===== src/rtl/bbp_pkg.sv =====
// ----------------------------------------------------------------------------
// bbp_pkg: shared types and constants of the bimodal branch predictor
// Transfer payloads, table entry and statistics layouts, opcodes, counter limits
// and a saturating increment.
package bbp_pkg;

  localparam int unsigned TableEntriesDef = 64;

  localparam logic [6:0]  OPC_BRANCH = 7'h63;
  localparam logic [6:0]  OPC_JAL    = 7'h6F;

  localparam logic [1:0]  CNT_INIT      = 2'd1;
  localparam logic [1:0]  CNT_MIN       = 2'd0;
  localparam logic [1:0]  CNT_MAX       = 2'd3;
  localparam logic [1:0]  CNT_TAKEN_MIN = 2'd2;

  localparam logic [63:0] PC_STEP  = 64'd4;
  localparam logic [31:0] STAT_MAX = 32'hFFFF_FFFF;

  typedef enum logic {
    OP_QUERY  = 1'b0,
    OP_UPDATE = 1'b1
  } bbp_op_e;

  typedef struct packed {
    bbp_op_e     operation;
    logic [63:0] pc;
    logic [31:0] instruction;
    logic        taken;
    logic [63:0] actual_target;
  } bbp_in_t;

  typedef struct packed {
    logic        valid_res;
    logic        btb_hit;
    logic        pred_taken;
    logic [63:0] pred_target;
    logic        update_correct;
    logic [31:0] prediction_count;
    logic [31:0] correct_count;
    logic [31:0] mispredict_count;
  } bbp_out_t;

  typedef struct packed {
    logic        valid;
    logic [63:0] tag;
    logic [1:0]  counter;
    logic [63:0] target;
  } bbp_entry_t;

  typedef struct packed {
    logic [31:0] total;
    logic [31:0] correct;
    logic [31:0] wrong;
  } bbp_stats_t;

  function automatic logic [31:0] sat_inc(input logic [31:0] v);
    return (v == STAT_MAX) ? v : v + 32'd1;
  endfunction

endpackage


===== src/rtl/bbp_eval.sv =====
// ----------------------------------------------------------------------------
// bbp_eval: prediction, scoring and training logic
// Decodes the instruction, forms the prediction from the read entry, scores
// updates, trains the entry and steps the statistics.
// ----------------------------------------------------------------------------
module bbp_eval (
  input  bbp_pkg::bbp_in_t    item_i,
  input  bbp_pkg::bbp_entry_t entry_i,
  input  bbp_pkg::bbp_stats_t stats_i,
  output bbp_pkg::bbp_out_t   result_o,
  output bbp_pkg::bbp_stats_t stats_o,
  output logic                wr_en_o,
  output bbp_pkg::bbp_entry_t wr_entry_o
);

  logic [6:0]  opc;
  logic        is_br, is_jal, valid;
  logic        hit, ptaken, corr;
  logic [63:0] ptarget, jal_imm, jal_tgt;
  bbp_pkg::bbp_entry_t base;

  always_comb begin
    opc     = item_i.instruction[6:0];
    is_br   = (opc == bbp_pkg::OPC_BRANCH);
    is_jal  = (opc == bbp_pkg::OPC_JAL);
    valid   = is_br || is_jal;

    hit     = entry_i.valid && (entry_i.tag == item_i.pc);
    ptaken  = hit && (entry_i.counter >= bbp_pkg::CNT_TAKEN_MIN);
    ptarget = ptaken ? entry_i.target : item_i.pc + bbp_pkg::PC_STEP;

    jal_imm = {{43{item_i.instruction[31]}}, item_i.instruction[31],
               item_i.instruction[19:12], item_i.instruction[20],
               item_i.instruction[30:21], 1'b0};
    jal_tgt = item_i.pc + jal_imm;

    result_o           = '0;
    result_o.valid_res = valid;
    stats_o            = stats_i;
    corr               = 1'b0;
    wr_en_o            = 1'b0;

    if (item_i.operation == bbp_pkg::OP_QUERY) begin
      if (is_br) begin
        stats_o.total        = bbp_pkg::sat_inc(stats_i.total);
        result_o.btb_hit     = hit;
        result_o.pred_taken  = ptaken;
        result_o.pred_target = ptarget;
      end else if (is_jal) begin
        stats_o.total        = bbp_pkg::sat_inc(stats_i.total);
        result_o.pred_taken  = 1'b1;
        result_o.pred_target = jal_tgt;
      end
    end else if (valid) begin
      if (is_br) begin
        corr = (ptaken == item_i.taken) && (!ptaken || (ptarget == item_i.actual_target));
      end else begin
        corr = item_i.taken && (jal_tgt == item_i.actual_target);
      end
      if (corr) begin
        stats_o.correct = bbp_pkg::sat_inc(stats_i.correct);
      end else begin
        stats_o.wrong = bbp_pkg::sat_inc(stats_i.wrong);
      end
      wr_en_o = is_br;
    end
    result_o.update_correct   = corr;
    result_o.prediction_count = stats_o.total;
    result_o.correct_count    = stats_o.correct;
    result_o.mispredict_count = stats_o.wrong;

    // allocate on miss, then step the counter
    if (hit) begin
      base = entry_i;
    end else begin
      base.valid   = 1'b1;
      base.tag     = item_i.pc;
      base.counter = bbp_pkg::CNT_INIT;
      base.target  = item_i.actual_target;
    end
    wr_entry_o = base;
    if (item_i.taken) begin
      if (base.counter != bbp_pkg::CNT_MAX) begin
        wr_entry_o.counter = base.counter + 2'd1;
      end
      wr_entry_o.target = item_i.actual_target;
    end else if (base.counter != bbp_pkg::CNT_MIN) begin
      wr_entry_o.counter = base.counter - 2'd1;
    end
  end

endmodule


===== config.mk =====
export PLATFORM = sky130hd
export DESIGN_NAME = bbp_eval
export DESIGN_NICKNAME = d
export VERILOG_FILES = /design/src/rtl/bbp_pkg.sv /design/src/rtl/bbp_eval.sv
export SDC_FILE = /design/constraint.sdc
export NUM_CORES = 1
export LEC_CHECK = 0
export BUFFER_PORTS_ARGS = -buffer_cell sky130_fd_sc_hd__buf_2
export CAP_MARGIN = 40
export CORE_AREA = 2 2 306 308
export DETAILED_ROUTE_END_ITERATION = 10
export DIE_AREA = 0 0 308 310
export REMOVE_ABC_BUFFERS = 1
export SYNTH_ARGS = -nofsm -noshare
export SYNTH_HDL_FRONTEND = slang
export SYNTH_SLANG_ARGS = --single-unit
export TNS_END_PERCENT = 50

===== constraint.sdc =====
create_clock -name vclk -period 9.05
set_input_delay 1.81 -clock vclk [all_inputs]
set_output_delay 1.81 -clock vclk [all_outputs]
set_load 0.005 [all_outputs]

==> impl_metrics.toml, run 1 <==
[status]
status = "finished clean"

[final_layout]
n_clock_buffer = 0
finalNetCount = 3792
seqCellArea_um2 = 0
areaGrowthSynthToFinish_pct = 53.9
seq_cells = 0
fin_cells = 4550
drive_gt1_share_pct = 44.3

[yosys]
synth_area_leaders = "xnor2_1, xor2_1, ha_1, buf_4, nand2_1"
synth_seq_area_share_pct = 0
synth_top_cell_by_area = "xnor2_1"
syn-cell-area_mm2 = 0.0154
avgSynthCellArea_um2 = 6.58
yosysWarnings = 0
synthCells = 2343
yosysTopAreaCellShare_pct = 12.9
synth_cell_types = 114

[pwr]
p_leak_nw = 10.8
total_power_w = 0.00143
ir_drop_uv = 21.7
power_per_cell_area_mw_per_mm2 = 60.3

[global_routing]
globalRouteMet1Util_pct = 32.6
grt_util_met2_pct = 39.7
grt_use_met3_pct = 4.82
grt_usage_pct = 24.9
antenna_found_initial = 37
grt_pass1_vias = 21100
grt_first_pass_wirelength_um = 167000
busiest_layer = "met2"
gr-total-overflow = 0
grt_max_degree = 52

[floorplan]
die_area_mm2 = 0.0955
initial_utilization_pct = 16.7
die_width_um = 308
die_h_um = 310
ios = 781
core-area_mm2 = 0.0925
rows = 112

[drt]
drtIter0Drc = 1938
dr.pass1.iters = 6
drt-total-wl_um = 127000
wire_per_inst_um = 27.9
vias = 22900
ant_nets = 0
drc_errors = 0
routed_via_density = 5.03

[timing]
finalHoldViolations = 0
finalSetupViolCount = 0
tns_ns = 0
fmax_mhz = 111
rsz0062_at_grt = "no"
drv_slew = 0
worstMarginPinSlew_ns = 0.784
slew_headroom_pct = 47.5
period_needed_ns = 9.00
finalCritPeriodShare_pct = 99.4

[place]
dp_hpwl_um = 113000
io_buffer_count = 775
gp_congestion = 0.991
placed_cells = 4523

[worst_setup_path]
critPathCaptureType = "output pin"
critPathLaunchType = "input pin"
critPathArrivalTime_ns = 7.19
path_max_fanout = 9
worstSetupPathType = "in2out"
required_ns = 7.24

[run]
maxCapViolations = 0

[worst_hold_path]
hold_class = "in2out"

[clock_network]
cts_hold_buffers = 0
[per-stage QoR]
stage	setup slack (ns)	hold WS (ns)	cell area, um2	util [%]
after floorplan	-1.28	3.62	13800	-
after global placement	-0.503	3.83	23300	25.1
after detailed placement	-0.529	3.83	23300	25.2
after CTS	0.00989	3.83	23400	25.3
after global routing	0.000242	3.84	23700	25.6
final	0.0521	3.83	23700	25.7
[cells in the final DEF, fill, tap and decap left out, types with 85 or more instances in the layout]
cell type    n
xor2_1      97
nand4_1    120
buf_2      772
nand3_1     85
o21ai_0     85
buf_4      496
nor2_1     194
a21oi_1    138
xnor2_1    223
nand2_1    210
[timing repair]
item,CTS,global route
endpoints found under the setup margin,98,122
buffers inserted,3,4
resized for setup,15,52
pin swaps,4,10
cloned,0,1
[final timing paths]
path / to / slack [ns] / from / cells after the start
worst min-delay path: wr_entry_o[69] / 3.83 / item_i[100] / 2
worst max-delay path: stats_o[50] / 0.05 / item_i[129] / 25
[worst max-delay path, stage by stage]
cell	delay (ns)
buf_2	0.14
xnor2_1	0.38
nand4_1	0.32
nor4_2	0.41
buf_4	0.19
nand3_1	0.07
buf_4	0.20
nor3_4	0.13
buf_4	0.24
buf_4	0.19
buf_4	0.12
o22a_1	0.21
o2111ai_1	0.16
a2111oi_1	0.51
nand4_1	0.20
buf_4	0.20
and4b_1	0.24
buf_4	0.17
or2_4	0.18
o21ai_4	0.11
buf_12	0.19
nor3_2	0.21
xor2_2	0.25
buf_4	0.18
buf_2	0.14
[power by group]
group / internal, W / switching (W) / total [W]
Combinational: 0.000607 / 0.000824 / 0.00143
Clock: 0.000000000143 / 0 / 0.000000000143
Sequential: 0 / 0 / 0
[cell type report]
class,instances,area [um2]
antenna,19,47.5
tap,1197,1500
inverter,64,240
multi-input combinational,1976,13900
timing repair buffer,1294,8070
fill,10500,68700
[synthesized netlist by cell type, drive strengths merged, types with 5 or more instances]
master   instances
a21oi          147
o2111ai         14
and4            20
o32ai            6
nand4b          11
a211oi          30
a21o            22
o31a             6
a221oi           9
and2            25
a21boi           5
a2111oi         12
nor2b           25
o21bai           9
nand4          120
a31oi           18
xnor2          228
clkbuf         143
mux2            56
or2b             9
a22o             5
o21ai           96
or2             12
mux2i           30
and3            40
or3             23
o31ai           11
o211ai          25
nand3           90
ha              66
inv             64
a211o           10
nand2b          37
o22ai            8
o21a            16
nor2           204
a22oi            5
buf            159
nand2          211
xor2           101
nor3            90
nor4            45
o221ai           7
[logic make-up (layout without fill, tap and decap cells)]
kind of cell | after synthesis | in the layout | synth area share [%]
buffers and inverters | 367 | 1358 | 12.3
adder cells (fa/ha/maj) | 67 | 67 | 5.48
AND/OR/NAND/NOR | 986 | 986 | 34.2
AO/OA/AOI/OAI | 500 | 500 | 22.2
XOR/XNOR | 336 | 336 | 19.7
multiplexers | 86 | 86 | 6.04
other | 1 | 20 | 0.0243
[layer usage]
layer / up-vias / routed length (um) / share of wire [%]
met2: 1260 / 55700 / 44
met5: - / 150 / 0.12
li1: 10400 / - / -
met1: 11000 / 54300 / 43
met3: 222 / 10500 / 8.3
met4: 24 / 6340 / 5.0
(Power assumes the default switching activity.)
==> run 2: changes to the inputs <==
--- a/config.mk
+++ b/config.mk
@@ -5,11 +5,12 @@
 export SDC_FILE = /design/constraint.sdc
 export NUM_CORES = 1
 export LEC_CHECK = 0
+export ABC_AREA = 1
 export BUFFER_PORTS_ARGS = -buffer_cell sky130_fd_sc_hd__buf_2
-export CAP_MARGIN = 40
-export CORE_AREA = 2 2 306 308
+export CAP_MARGIN = 0
+export CORE_AREA = 2 2 308 310
 export DETAILED_ROUTE_END_ITERATION = 10
-export DIE_AREA = 0 0 308 310
+export DIE_AREA = 0 0 310 312
 export REMOVE_ABC_BUFFERS = 1
 export SYNTH_ARGS = -nofsm -noshare
 export SYNTH_HDL_FRONTEND = slang
==> impl_metrics.toml, run 2 <==
[global_routing]
grt_max_degree = 62
grt_usage_pct = 26.6
gr-total-overflow = 0
antenna_found_initial = 100
grt_first_pass_wirelength_um = 180000
grt_pass1_vias = 23700

[timing]
tns_ns = 0
fin_ws_ns = 0.595
drv_slew = 0
fmax_mhz = 118
finalCritPeriodShare_pct = 93.4
period_needed_ns = 8.46
finalHoldViolations = 0
finalSetupViolCount = 0
rsz0062_at_grt = "no"
slew_headroom_pct = 32.2
worstMarginPinSlew_ns = 1.01

[floorplan]
core-area_mm2 = 0.0930
die_h_um = 312
die_area_mm2 = 0.0967
die_width_um = 310
ios = 781
rows = 112
initial_utilization_pct = 18.6

[final_layout]
layout_common_cells = "nand2_1, buf_2, inv_1"
finalNetCount = 4585
mostFrequentLayoutCell = "nand2_1"
fin_cells = 5402
areaGrowthSynthToFinish_pct = 27.3
seqCellArea_um2 = 0
drive_gt1_share_pct = 22.9
n_clock_buffer = 0
seq_cells = 0

[drt]
drc_errors = 0
routed_via_density = 4.78
drt-total-wl_um = 136000
dr.pass1.iters = 6
drtIter0Drc = 2410
ant_nets = 0
wire_per_inst_um = 25.3
vias = 25800

[worst_hold_path]
hold_class = "in2out"
whs_path_depth = 3
hp-start = "stats_i[15]"
hold_end = "stats_o[15]"

[yosys]
synthAdderAreaFrac_pct = 4.89
yosysTopAreaCellShare_pct = 25.8
synth_top_family_by_area = "simple AND/OR/NAND/NOR gates"
yosysMostFrequentCell = "nand2_1"
ys_top_cells_by_count = "nand2_1, inv_1, nor2_1"
avgSynthCellArea_um2 = 4.92
synth_cell_types = 50
synth_area_leaders = "nand2_1, inv_1, nor2_1, nand3_1, xor2_1"
syn-cell-area_mm2 = 0.0173
synth_mux_area_share_pct = 3.71
synthXorXnorAreaFrac_pct = 10.1
synth-simple-area-share_pct = 52.4
synthCells = 3514
synth_seq_area_share_pct = 0
synth-compound-area-share_pct = 9.85
synth_top_cell_by_area = "nand2_1"
yosysWarnings = 0

[worst_setup_path]
critPathArrivalTime_ns = 6.65
critPathCaptureType = "output pin"
critPathLaunchType = "input pin"
critPathMostFrequentCell = "nand2_1"
cp_slowest_cell = "xor2_1"
path_max_fanout = 5
slowest_delay_ns = 0.46
worstSetupPathType = "in2out"
required_ns = 7.24

[place]
pre_cts_ws_ns = 0.679
gp_congestion = 1.05
dp_hpwl_um = 123000
placed_cells = 5381
io_buffer_count = 775

[clock_network]
cts_resized = 0
post_cts_buffers = 0
cts_hold_buffers = 0

[run]
maxCapViolations = 0

[pwr]
power_per_cell_area_mw_per_mm2 = 50.3
ir_drop_uv = 24.1
p_leak_nw = 12.3

[status]
status = "finished clean"
==> run 2: kinds of logic (layout without fill, tap and decap cells) <==
| family | Yosys count | after routing |
|---|---|---|
| buffers and inverters | 759 | 1372 |
| adders and majority gates | 67 | 67 |
| muxes | 57 | 57 |
| xor gates and xnor gates | 183 | 183 |
| AOI/OAI and AO/OA | 310 | 310 |
| and+or+nand+nor | 2137 | 2137 |
| other | 1 | 22 |
==> run 2: final cells by class <==
cell class	count	area, um2
multi-input combinational	2755	14000
fill	11300	71000
tap	1254	1570
inverter	542	2040
timing repair buffer	830	4330
antenna	21	52.6
==> run 2: report_power, final <==
group	total [W]	leakage, nW	switching, W	internal (W)
Clock	0.000000000299	0.000133	0	0.000000000299
Sequential	0	0	0	0
Combinational	0.00111	12.3	0.000739	0.000370
==> run 2: metal layers <==
metal	global-route usage, %	up-vias	share of wire [%]
met3	5.91	285	9.2
met4	8.93	82	4.3
met5	0	-	0.38
li1	-	12300	-
met1	33.6	11900	41
met2	44.2	1327	45
==> run 2: critical path: cells and delay by family <==
kind                     cells  cell delay (ns)
AND/OR/NAND/NOR             20             2.64
adder cells (fa/ha/maj)      2             0.68
buffers and inverters        7             1.04
XOR/XNOR                     1             0.46
==> run 2: how the worst max path moves through the flow <==
stage | start | endpoint | slack (ns) | cells past startpoint
2_1_floorplan | item_i[140] | result_o[5] | 1.02 | 23
3_3_place_gp | item_i[98] | result_o[56] | 0.70 | 30
3_5_place_dp | item_i[98] | result_o[56] | 0.68 | 30
4_1_cts | item_i[98] | result_o[56] | 0.66 | 30
5_1_grt | item_i[98] | stats_o[62] | 0.33 | 32
6_report | item_i[98] | result_o[56] | 0.59 | 30
==> run 2: stage by stage <==
stage | utilization [%] | power, W | instance area, um2 | hold WS, ns
3_5_place_dp | 23.6 | 0.00109 | 22000 | 3.92
3_3_place_gp | 23.6 | 0.00109 | 22000 | 3.92
5_1_grt | 23.6 | 0.00120 | 22000 | 3.93
4_1_cts | 23.6 | 0.00110 | 22000 | 3.92
6_report | 23.7 | 0.00111 | 22000 | 3.92
2_1_floorplan | - | 0.000561 | 16100 | 3.62
==> run 3: changes to the inputs <==
--- a/config.mk
+++ b/config.mk
@@ -6,11 +6,12 @@
 export NUM_CORES = 1
 export LEC_CHECK = 0
 export ABC_AREA = 1
+export ABC_CLOCK_PERIOD_IN_PS = 9050
 export BUFFER_PORTS_ARGS = -buffer_cell sky130_fd_sc_hd__buf_2
 export CAP_MARGIN = 0
-export CORE_AREA = 2 2 308 310
+export CORE_AREA = 2 2 302 304
 export DETAILED_ROUTE_END_ITERATION = 10
-export DIE_AREA = 0 0 310 312
+export DIE_AREA = 0 0 304 306
 export REMOVE_ABC_BUFFERS = 1
 export SYNTH_ARGS = -nofsm -noshare
 export SYNTH_HDL_FRONTEND = slang
==> impl_metrics.toml, run 3 (same netlist as run 2, synthesis figures left out) <==
[status]
status = "finished clean"

[clock_network]
post_cts_buffers = 0
cts_resized = 0
cts_hold_buffers = 0

[global_routing]
grt_max_degree = 49
antenna_found_initial = 89
grt_usage_pct = 27.3
grt_pass1_vias = 23600
gr-total-overflow = 0
grt_first_pass_wirelength_um = 179000

[timing]
finalCritPeriodShare_pct = 94.2
finalHoldViolations = 0
period_needed_ns = 8.52
slew_headroom_pct = 36.1
drv_slew = 0
fin_ws_ns = 0.528
finalSetupViolCount = 0
tns_ns = 0
worstMarginPinSlew_ns = 0.952
fmax_mhz = 117
rsz0062_at_grt = "no"

[floorplan]
ios = 781
initial_utilization_pct = 19.3
rows = 110
die_area_mm2 = 0.0930
die_width_um = 304
core-area_mm2 = 0.0896
die_h_um = 306

[worst_setup_path]
critPathArrivalTime_ns = 6.71
slowest_delay_ns = 0.41
cp_slowest_cell = "nand3_1"
worstSetupPathType = "in2out"
required_ns = 7.24
critPathMostFrequentCell = "nand2_1"
path_max_fanout = 10
startpoint = "item_i[98]"
critPathCaptureType = "output pin"
critPathLaunchType = "input pin"

[drt]
vias = 25800
dr.pass1.iters = 6
wire_per_inst_um = 25.5
ant_nets = 0
drtIter0Drc = 2213
drc_errors = 0
routed_via_density = 4.85
drt-total-wl_um = 136000

[final_layout]
finalNetCount = 4583
num-fill-cells = 10700
fin_util_pct = 24.4
seqCellArea_um2 = 0
drive_gt1_share_pct = 22.9
areaGrowthSynthToFinish_pct = 26.6
n_clock_buffer = 0
fin_cells = 5317
fin_area_mm2 = 0.0219
layout_common_cells = "nand2_1, buf_2, inv_1"
seq_cells = 0
mostFrequentLayoutCell = "nand2_1"

[worst_hold_path]
whs_path_depth = 2
hold_class = "in2out"
hp-start = "item_i[98]"
hold_end = "wr_entry_o[67]"

[place]
gp_congestion = 1.03
placed_cells = 5301
placed_area_mm2 = 0.0219
pre_cts_ws_ns = 0.611
io_buffer_count = 775
dp_hpwl_um = 122000

[pwr]
power_per_cell_area_mw_per_mm2 = 51.0
ir_drop_uv = 34.6
p_leak_nw = 12.3

[run]
maxCapViolations = 0
==> run 3: final cells by class <==
cell class	count	area, um2	share of cell area (%)
multi-input cells	2755	14000	64.1
well taps	1176	1470	6.72
repair buffers	828	4310	19.7
diodes	16	40.0	0.183
inverters	542	2040	9.29
==> run 3: critical path: cells and delay by family <==
kind / cells / cell delay (ns)
buf+inv: 6 / 0.77
simple gates: 23 / 3.22
fa+ha+maj: 2 / 0.67
xor+xnor: 1 / 0.24
==> run 3: how the worst max path moves through the flow <==
stage	end	slack [ns]	cells after the start
3_5_place_dp	result_o[57]	0.61	32
3_3_place_gp	stats_o[57]	0.63	32
6_report	stats_o[57]	0.53	32
5_1_grt	result_o[57]	0.24	32
2_1_floorplan	result_o[5]	1.02	23
4_1_cts	result_o[57]	0.59	32
==> run 3: routing by layer <==
layer | track usage [%] | share of wire [%]
met5 | 0 | 0.19
met2 | 46.1 | 46
met1 | 33.6 | 41
met4 | 11.7 | 5.2
met3 | 5.56 | 8.0
==> run 3: where the power goes <==
group,total [W],switching [W],internal (W)
clock network,0.000000000238,0,0.000000000238
registers,0,0,0
logic,0.00112,0.000745,0.000373
==> run 3: metrics by stage <==
step                      hold slack (ns)  power [W]
after floorplan                      3.62   0.000561
after global placement               3.91    0.00110
after detailed placement             3.91    0.00110
after CTS                            3.91    0.00111
after global routing                 3.92    0.00121
final                                3.90    0.00112
